$ cat config.mk
export PLATFORM = sky130hd
export DESIGN_NAME = pid_with_deadband_and_clamps_core_flat
export DESIGN_NICKNAME = d
export VERILOG_FILES = /design/src/hw/rtl/pwdc_pkg.sv /design/src/hw/rtl/pwdc_if.sv /design/src/hw/rtl/pid_with_deadband_and_clamps_core.sv /design/src/flat_wrapper.sv
export SDC_FILE = /design/constraint.sdc
export NUM_CORES = 2
export LEC_CHECK = 0
export BUFFER_PORTS_ARGS = -buffer_cell sky130_fd_sc_hd__clkbuf_2
export CAP_MARGIN = 10
export CORE_UTILIZATION = 45
export DETAILED_ROUTE_END_ITERATION = 10
export GPL_ROUTABILITY_DRIVEN = 0
export SLEW_MARGIN = 10
export SYNTH_ARGS = -nofsm -noshare
export SYNTH_HDL_FRONTEND = slang
export SYNTH_SLANG_ARGS = --single-unit
$ cat constraint.sdc
create_clock -name clk_i -period 32.3 [get_ports clk_i]
set_input_delay 3.23 -clock clk_i [delete_from_list [all_inputs] [get_ports clk_i]]
set_output_delay 3.23 -clock clk_i [all_outputs]
set_load 0.01 [all_outputs]
$ cat src/hw/rtl/pwdc_pkg.sv
`timescale 1ns / 1ps
// ----------------------------------------------------------------------------
// PID controller package
// Widths, register indexes and payload types shared by the PID core and its
// stream interfaces.
// ----------------------------------------------------------------------------
package pwdc_pkg;

  localparam int GAIN_FRAC_BITS = 8;

  localparam int CFG_W   = 16;
  localparam int MEAS_W  = 16;
  localparam int DRIVE_W = 17;
  localparam int ERR_W   = MEAS_W + 1;
  localparam int DIFF_W  = ERR_W + 1;
  localparam int PROD_W  = CFG_W + ERR_W;
  localparam int PRODD_W = CFG_W + DIFF_W;
  localparam int ISUM_W  = CFG_W + GAIN_FRAC_BITS + 1;
  localparam int IACC_W  = ((ISUM_W > PROD_W) ? ISUM_W : PROD_W) + 1;
  localparam int SUM_W   = PRODD_W + 2;

  localparam int PADDR_W = 5;
  localparam int PDATA_W = 32;

  typedef logic signed [MEAS_W-1:0]  meas_t;
  typedef logic signed [DRIVE_W-1:0] drive_t;

  typedef enum logic [2:0] {
    REG_GAIN_P    = 3'd0,
    REG_GAIN_I    = 3'd1,
    REG_GAIN_D    = 3'd2,
    REG_DEAD_BAND = 3'd3,
    REG_INT_LIMIT = 3'd4,
    REG_OUT_LIMIT = 3'd5,
    REG_SETPOINT  = 3'd6
  } reg_idx_e;

endpackage

$ cat src/hw/rtl/pwdc_if.sv
`timescale 1ns / 1ps
// ----------------------------------------------------------------------------
// PID controller stream interfaces
// Valid/ready channels for the measurement input and the drive output.
// ----------------------------------------------------------------------------
interface pwdc_meas_if;
  logic           valid;
  logic           ready;
  pwdc_pkg::meas_t measured_value;

  modport source (output valid, output measured_value, input ready);
  modport sink   (input valid, input measured_value, output ready);
endinterface

interface pwdc_drive_if;
  logic             valid;
  logic             ready;
  pwdc_pkg::drive_t drive_value;

  modport source (output valid, output drive_value, input ready);
  modport sink   (input valid, input drive_value, output ready);
endinterface

$ cat src/hw/rtl/pid_with_deadband_and_clamps_core.sv
`timescale 1ns / 1ps
// ----------------------------------------------------------------------------
// Positional PID core with deadband and anti-windup clamps
// One measurement in, one clamped drive value out; integral and output are
// held while the error stays inside the deadband.
// ----------------------------------------------------------------------------
//  channel   dir  handshake            payload
//  meas_i    in   valid/ready          measured_value  (16b signed)
//  drive_o   out  valid/ready          drive_value     (17b signed)
//  apb       in   psel/penable/pready  7 x 16b registers at 4*i
//
//  One measurement per cycle unless the drive output stalls: input register,
//  combinational PID datapath, result register; drive valid rises as it loads.
//  The integral and previous error are updated as the item leaves the input
//  register, so consecutive items chain without bubbles.
//  Reset clears the gains, limits, valid flags and controller state to zero.
//  A stalled drive output holds the pipeline; meas_i.ready drops only when
//  both stages are full.
// ----------------------------------------------------------------------------
module pid_with_deadband_and_clamps_core (
  input  logic                          clk_i,
  input  logic                          rst_ni,
  pwdc_meas_if.sink                     meas_i,
  pwdc_drive_if.source                  drive_o,
  input  logic                          psel,
  input  logic                          penable,
  input  logic                          pwrite,
  input  logic [pwdc_pkg::PADDR_W-1:0]  paddr,
  input  logic [pwdc_pkg::PDATA_W-1:0]  pwdata,
  output logic [pwdc_pkg::PDATA_W-1:0]  prdata,
  output logic                          pready
);
  import pwdc_pkg::*;

  logic signed [CFG_W-1:0] gain_p_q, gain_i_q, gain_d_q, setpoint_q;
  logic        [CFG_W-1:0] dead_band_q, int_limit_q, out_limit_q;

  logic                     s1_valid_q;
  meas_t                    meas_q;
  logic                     out_valid_q;
  drive_t                   drive_q;

  logic signed [ERR_W-1:0]  prev_err_q;
  logic signed [ISUM_W-1:0] isum_q;
  drive_t                   held_q;

  logic                     out_take;
  logic                     s1_fire;
  logic                     in_fire;
  logic                     cfg_wr;
  reg_idx_e                 cfg_idx;

  logic signed [ERR_W-1:0]   err;
  logic        [ERR_W-1:0]   mag;
  logic                      outside;
  logic signed [DIFF_W-1:0]  diff;
  logic signed [PROD_W-1:0]  prod_p;
  logic signed [PROD_W-1:0]  prod_i;
  logic signed [PRODD_W-1:0] prod_d;
  logic signed [IACC_W-1:0]  iacc;
  logic signed [IACC_W-1:0]  ilim;
  logic signed [IACC_W-1:0]  iclamp;
  logic signed [ISUM_W-1:0]  isum_d;
  logic signed [SUM_W-1:0]   p_term, i_term, d_term, sum, olim, oclamp;
  drive_t                    held_d;

  assign cfg_idx  = reg_idx_e'(paddr[PADDR_W-1:2]);
  assign cfg_wr   = psel && penable && pwrite && pready;
  assign pready   = 1'b1;

  assign out_take = !out_valid_q || drive_o.ready;
  assign s1_fire  = s1_valid_q && out_take;
  assign meas_i.ready = !s1_valid_q || s1_fire;
  assign in_fire  = meas_i.valid && meas_i.ready;

  assign drive_o.valid       = out_valid_q;
  assign drive_o.drive_value = drive_q;

  always_comb begin
    unique case (cfg_idx)
      REG_GAIN_P:    prdata = PDATA_W'(gain_p_q);
      REG_GAIN_I:    prdata = PDATA_W'(gain_i_q);
      REG_GAIN_D:    prdata = PDATA_W'(gain_d_q);
      REG_DEAD_BAND: prdata = PDATA_W'(dead_band_q);
      REG_INT_LIMIT: prdata = PDATA_W'(int_limit_q);
      REG_OUT_LIMIT: prdata = PDATA_W'(out_limit_q);
      REG_SETPOINT:  prdata = PDATA_W'(setpoint_q);
      default:       prdata = '0;
    endcase
  end

  always_ff @(posedge clk_i or negedge rst_ni) begin
    if (!rst_ni) begin
      gain_p_q    <= '0;
      gain_i_q    <= '0;
      gain_d_q    <= '0;
      dead_band_q <= '0;
      int_limit_q <= '0;
      out_limit_q <= '0;
      setpoint_q  <= '0;
    end else if (cfg_wr) begin
      unique case (cfg_idx)
        REG_GAIN_P:    gain_p_q    <= pwdata[CFG_W-1:0];
        REG_GAIN_I:    gain_i_q    <= pwdata[CFG_W-1:0];
        REG_GAIN_D:    gain_d_q    <= pwdata[CFG_W-1:0];
        REG_DEAD_BAND: dead_band_q <= pwdata[CFG_W-1:0];
        REG_INT_LIMIT: int_limit_q <= pwdata[CFG_W-1:0];
        REG_OUT_LIMIT: out_limit_q <= pwdata[CFG_W-1:0];
        REG_SETPOINT:  setpoint_q  <= pwdata[CFG_W-1:0];
        default: ;
      endcase
    end
  end

  // datapath
  always_comb begin
    err     = ERR_W'(setpoint_q) - ERR_W'(meas_q);
    mag     = err[ERR_W-1] ? ERR_W'(-err) : ERR_W'(err);
    outside = mag > ERR_W'(dead_band_q);
    diff    = DIFF_W'(err) - DIFF_W'(prev_err_q);
    prod_p  = PROD_W'(gain_p_q) * PROD_W'(err);
    prod_i  = PROD_W'(gain_i_q) * PROD_W'(err);
    prod_d  = PRODD_W'(gain_d_q) * PRODD_W'(diff);

    iacc = IACC_W'(isum_q) + IACC_W'(prod_i);
    ilim = $signed({{(IACC_W-CFG_W){1'b0}}, int_limit_q}) <<< GAIN_FRAC_BITS;
    if (iacc > ilim) begin
      iclamp = ilim;
    end else if (iacc < -ilim) begin
      iclamp = -ilim;
    end else begin
      iclamp = iacc;
    end
    isum_d = ISUM_W'(iclamp);

    p_term = SUM_W'(prod_p >>> GAIN_FRAC_BITS);
    i_term = SUM_W'(isum_d >>> GAIN_FRAC_BITS);
    d_term = SUM_W'(prod_d >>> GAIN_FRAC_BITS);
    sum    = p_term + i_term + d_term;
    olim   = $signed({{(SUM_W-CFG_W){1'b0}}, out_limit_q});
    if (sum > olim) begin
      oclamp = olim;
    end else if (sum < -olim) begin
      oclamp = -olim;
    end else begin
      oclamp = sum;
    end
    held_d = outside ? DRIVE_W'(oclamp) : held_q;
  end

  always_ff @(posedge clk_i or negedge rst_ni) begin
    if (!rst_ni) begin
      s1_valid_q  <= 1'b0;
      out_valid_q <= 1'b0;
      prev_err_q  <= '0;
      isum_q      <= '0;
      held_q      <= '0;
    end else begin
      if (in_fire) begin
        s1_valid_q <= 1'b1;
      end else if (s1_fire) begin
        s1_valid_q <= 1'b0;
      end
      if (s1_fire) begin
        out_valid_q <= 1'b1;
        prev_err_q  <= err;
        if (outside) begin
          isum_q <= isum_d;
          held_q <= held_d;
        end
      end else if (drive_o.ready) begin
        out_valid_q <= 1'b0;
      end
    end
  end

  always_ff @(posedge clk_i) begin
    if (in_fire) begin
      meas_q <= meas_i.measured_value;
    end
    if (s1_fire) begin
      drive_q <= held_d;
    end
  end

`ifndef SYNTHESIS
  a_hold_in_band: assert property (@(posedge clk_i) disable iff (!rst_ni)
    (s1_fire && !outside) |=> ($stable(isum_q) && $stable(held_q)))
    else $error("integral or held output changed inside deadband");

  a_result_follows: assert property (@(posedge clk_i) disable iff (!rst_ni)
    s1_fire |=> (out_valid_q && drive_q == held_q))
    else $error("result register does not match held output");

  a_stall_only_full: assert property (@(posedge clk_i) disable iff (!rst_ni)
    !meas_i.ready |-> (s1_valid_q && out_valid_q && !drive_o.ready))
    else $error("input stalled while pipeline has room");
`endif

endmodule
$ cat src/flat_wrapper.sv
// flat-port wrapper written by rule: the top's interface ports become plain ports
module pid_with_deadband_and_clamps_core_flat import pwdc_pkg::*;
  (clk_i, rst_ni, psel, penable, pwrite, paddr, pwdata, prdata, pready, meas_i_valid, meas_i_measured_value, meas_i_ready, drive_o_valid, drive_o_drive_value, drive_o_ready);
  pwdc_meas_if meas_i_i ();
  pwdc_drive_if drive_o_i ();
  input  logic clk_i;
  input  logic rst_ni;
  input  logic psel;
  input  logic penable;
  input  logic pwrite;
  input  logic [pwdc_pkg::PADDR_W-1:0] paddr;
  input  logic [pwdc_pkg::PDATA_W-1:0] pwdata;
  output logic [pwdc_pkg::PDATA_W-1:0] prdata;
  output logic pready;
  input wire logic [$bits(meas_i_i.valid)-1:0] meas_i_valid;
  input wire logic [$bits(meas_i_i.measured_value)-1:0] meas_i_measured_value;
  output wire logic [$bits(meas_i_i.ready)-1:0] meas_i_ready;
  output wire logic [$bits(drive_o_i.valid)-1:0] drive_o_valid;
  output wire logic [$bits(drive_o_i.drive_value)-1:0] drive_o_drive_value;
  input wire logic [$bits(drive_o_i.ready)-1:0] drive_o_ready;
  assign meas_i_i.valid = meas_i_valid;
  assign meas_i_i.measured_value = meas_i_measured_value;
  assign meas_i_ready = meas_i_i.ready;
  assign drive_o_valid = drive_o_i.valid;
  assign drive_o_drive_value = drive_o_i.drive_value;
  assign drive_o_i.ready = drive_o_ready;
  pid_with_deadband_and_clamps_core u_core (.clk_i(clk_i), .rst_ni(rst_ni), .meas_i(meas_i_i), .drive_o(drive_o_i), .psel(psel), .penable(penable), .pwrite(pwrite), .paddr(paddr), .pwdata(pwdata), .prdata(prdata), .pready(pready));
endmodule
==> flow_summary.ini <==
[outcome]
status = finished clean

[synth]
synth_nets = 6770
yosysWarnings = 0
synth.area.top_cells = fa_1 37%, ha_1 11%, dfrtp_1 8.9%
synthFlopType = dfrtp_1
synth_commonest_cells = 1149 x inv_1, 893 x fa_1, 618 x nand2_1
synth-edff-count = 33
synth_seq_area_share = 0.109
synthArstFlopShare = 0.840
ys_ff_latch = 206
synth_top_area_frac = 0.367
yosysTopAreaCell = fa_1
synth_area_sq_um = 48700
avgSynthCellArea_sq_um = 9.01
ys_types = 97
yosysMostFrequentCell = inv_1
syn_inst = 5400

[global_routing]
grt_pass1_vias = 38100
grtUsageTotal = 0.266
grt_max_degree = 67
overflow = 0
antenna_found_initial = 6
grt_pass1_wl_um = 222000

[cts]
cts_setup_buffers = 0
cts_resized = 0
cts_max_level = 1
postCtsHoldBufs = 0
clk_latency_ns = 0.59
root_buffer = clkbuf_16
clock-sinks = 206
clkTransAtPathRegs_ns = 0.08
cts_made_buffers = 26
clockBufferDepth = 3
cts_tree = done

[flow_run]
drv_cap = 0

[sta]
rsz0062_at_grt = no
holdWs_ns = 0.490
worst_pin_slew_ns = 1.24
max_freq_mhz = 50.8
setup_tns_ns = 0
post-route-period-util = 0.609
maxSlewHeadroom = 0.151
hold_viol = 0
period_minus_slack_ns = 19.67
setup_viol_count_final = 0
finalClockSkew_ns = 0.0194
drv_slew = 0

[drt]
drt-pass1-iter-count = 6
wl_per_cell_um = 20.6
top_layer = met4
wl_met3_um = 9450
ant_nets = 0
drtIter0Drc = 2488
wl_met2_um = 64100
wl_met1_um = 60600
vias = 37200
wl_um = 140000
drc = 0
viasPerCell = 5.48

[setup_path]
crit_path_max_incr_delay_ns = 1.05
cp_num_buf_inv = 8
worst_setup_path_start_kind = flip-flop
cp_top_family = compound AO/OA/AOI/OAI gates
cp.required_ns = 32.58
critPathArrivalTime_ns = 19.95
cp-end-kind = flip-flop
crit_type = reg -> reg
slowest_stage = a2111oi_0
cp_max_fo = 25

[floorplanning]
initial_core_util = 0.454
fp.dieH_um = 331
ioPinCount = 112
die_w_um = 331
num_rows = 120
die_area_sq_um = 109000
core_sq_um = 107000

[layout]
fin_cells = 6780
fin_nets = 6725
fin_util = 0.481
area_growth_syn_to_layout_pct = 5.99
drive_gt1_frac = 0.0690

[placed_design]
dpl.hpwl_um = 112000
placed_cells = 6730
place.port_buffers = 92

[min_path]
min_path_type = reg -> reg
==> flip-flops by register name, summed over array words and instances, names as in the netlist, 17 cells and up <==
signal	flops
u_core.isum_q	25
u_core.drive_o.drive_value	17
u_core.held_q	17
u_core.prev_err_q	17
==> metrics by stage <==
step	setup WS (ns)	area, sq um
final	12.63	51600
after CTS	13.08	51600
after floorplan	16.81	48700
after detailed placement	13.15	50700
after global placement	13.26	50700
after global routing	11.77	51600
==> layout make-up <==
| cell class | count | area [sq um] |
|---|---|---|
| inverter | 1157 | 4340 |
| antenna | 3 | 7.51 |
| clock inverter | 15 | 163 |
| sequential | 206 | 5320 |
| timing repair buffer | 170 | 1050 |
| tap | 1403 | 1760 |
| fill | 10400 | 55600 |
| multi-input combinational | 3794 | 38200 |
| clock buffer | 32 | 724 |
==> cell families after synthesis <==
group / share of synthesized area
compound gates: 0.0946
xor+xnor: 0.0324
fa+ha+maj: 0.475
buf+inv: 0.110
flops: 0.109
mux: 0.0292
other cells: 0.0000771
simple gates: 0.149
==> layer usage <==
metal  GRT usage  vias up
met1       0.374    19000
met4      0.0938        0
li1            -    16700
met5           0        -
met2       0.421     1201
met3      0.0340      225
==> cell usage in the layout (no fill, tap or decap), drive strengths merged, types with 15 or more instances in the layout <==
cell type	instances
xnor2	129
fa	893
nand3	53
and2	330
ha	417
a21o	52
nand4	23
buf	78
edfxtp	33
o21ai	167
a211o	17
nand2b	59
dfrtp	173
o21bai	17
mux2	79
clkbuf	124
nor2	171
inv	1158
a211oi	26
a31oi	18
xor2	50
nor3	72
nand2	618
o21a	43
a21oi	154
a22oi	32
o22ai	15
nor2b	67
o31ai	16
mux2i	44
and3	23
==> path summary, 6_finish.rpt <==
path / from / endpoint / slack, ns / cells past startpoint
worst min register to register: u_core.prev_err_q[7] / u_core.prev_err_q[7] / 0.49 / 2
max in group asynchronous: rst_ni / u_core.prev_err_q[6] / 27.64 / 3
worst max-delay path: u_core.meas_q[0] / u_core.drive_o.drive_value[7] / 12.63 / 59
worst min-delay path: u_core.prev_err_q[7] / u_core.prev_err_q[7] / 0.49 / 2
min in group asynchronous: rst_ni / u_core.setpoint_q[12] / 2.62 / 1
worst max register to register: u_core.meas_q[0] / u_core.drive_o.drive_value[7] / 12.63 / 59
==> worst min-delay path: stages, from the launching register on <==
cell and delay [ns]:
dfrtp_1 0.35, nand2_1 0.05, o21ai_0 0.06
Power is not shown: default switching activity piles up to over one toggle a cycle in this logic, so the estimate is an artifact.
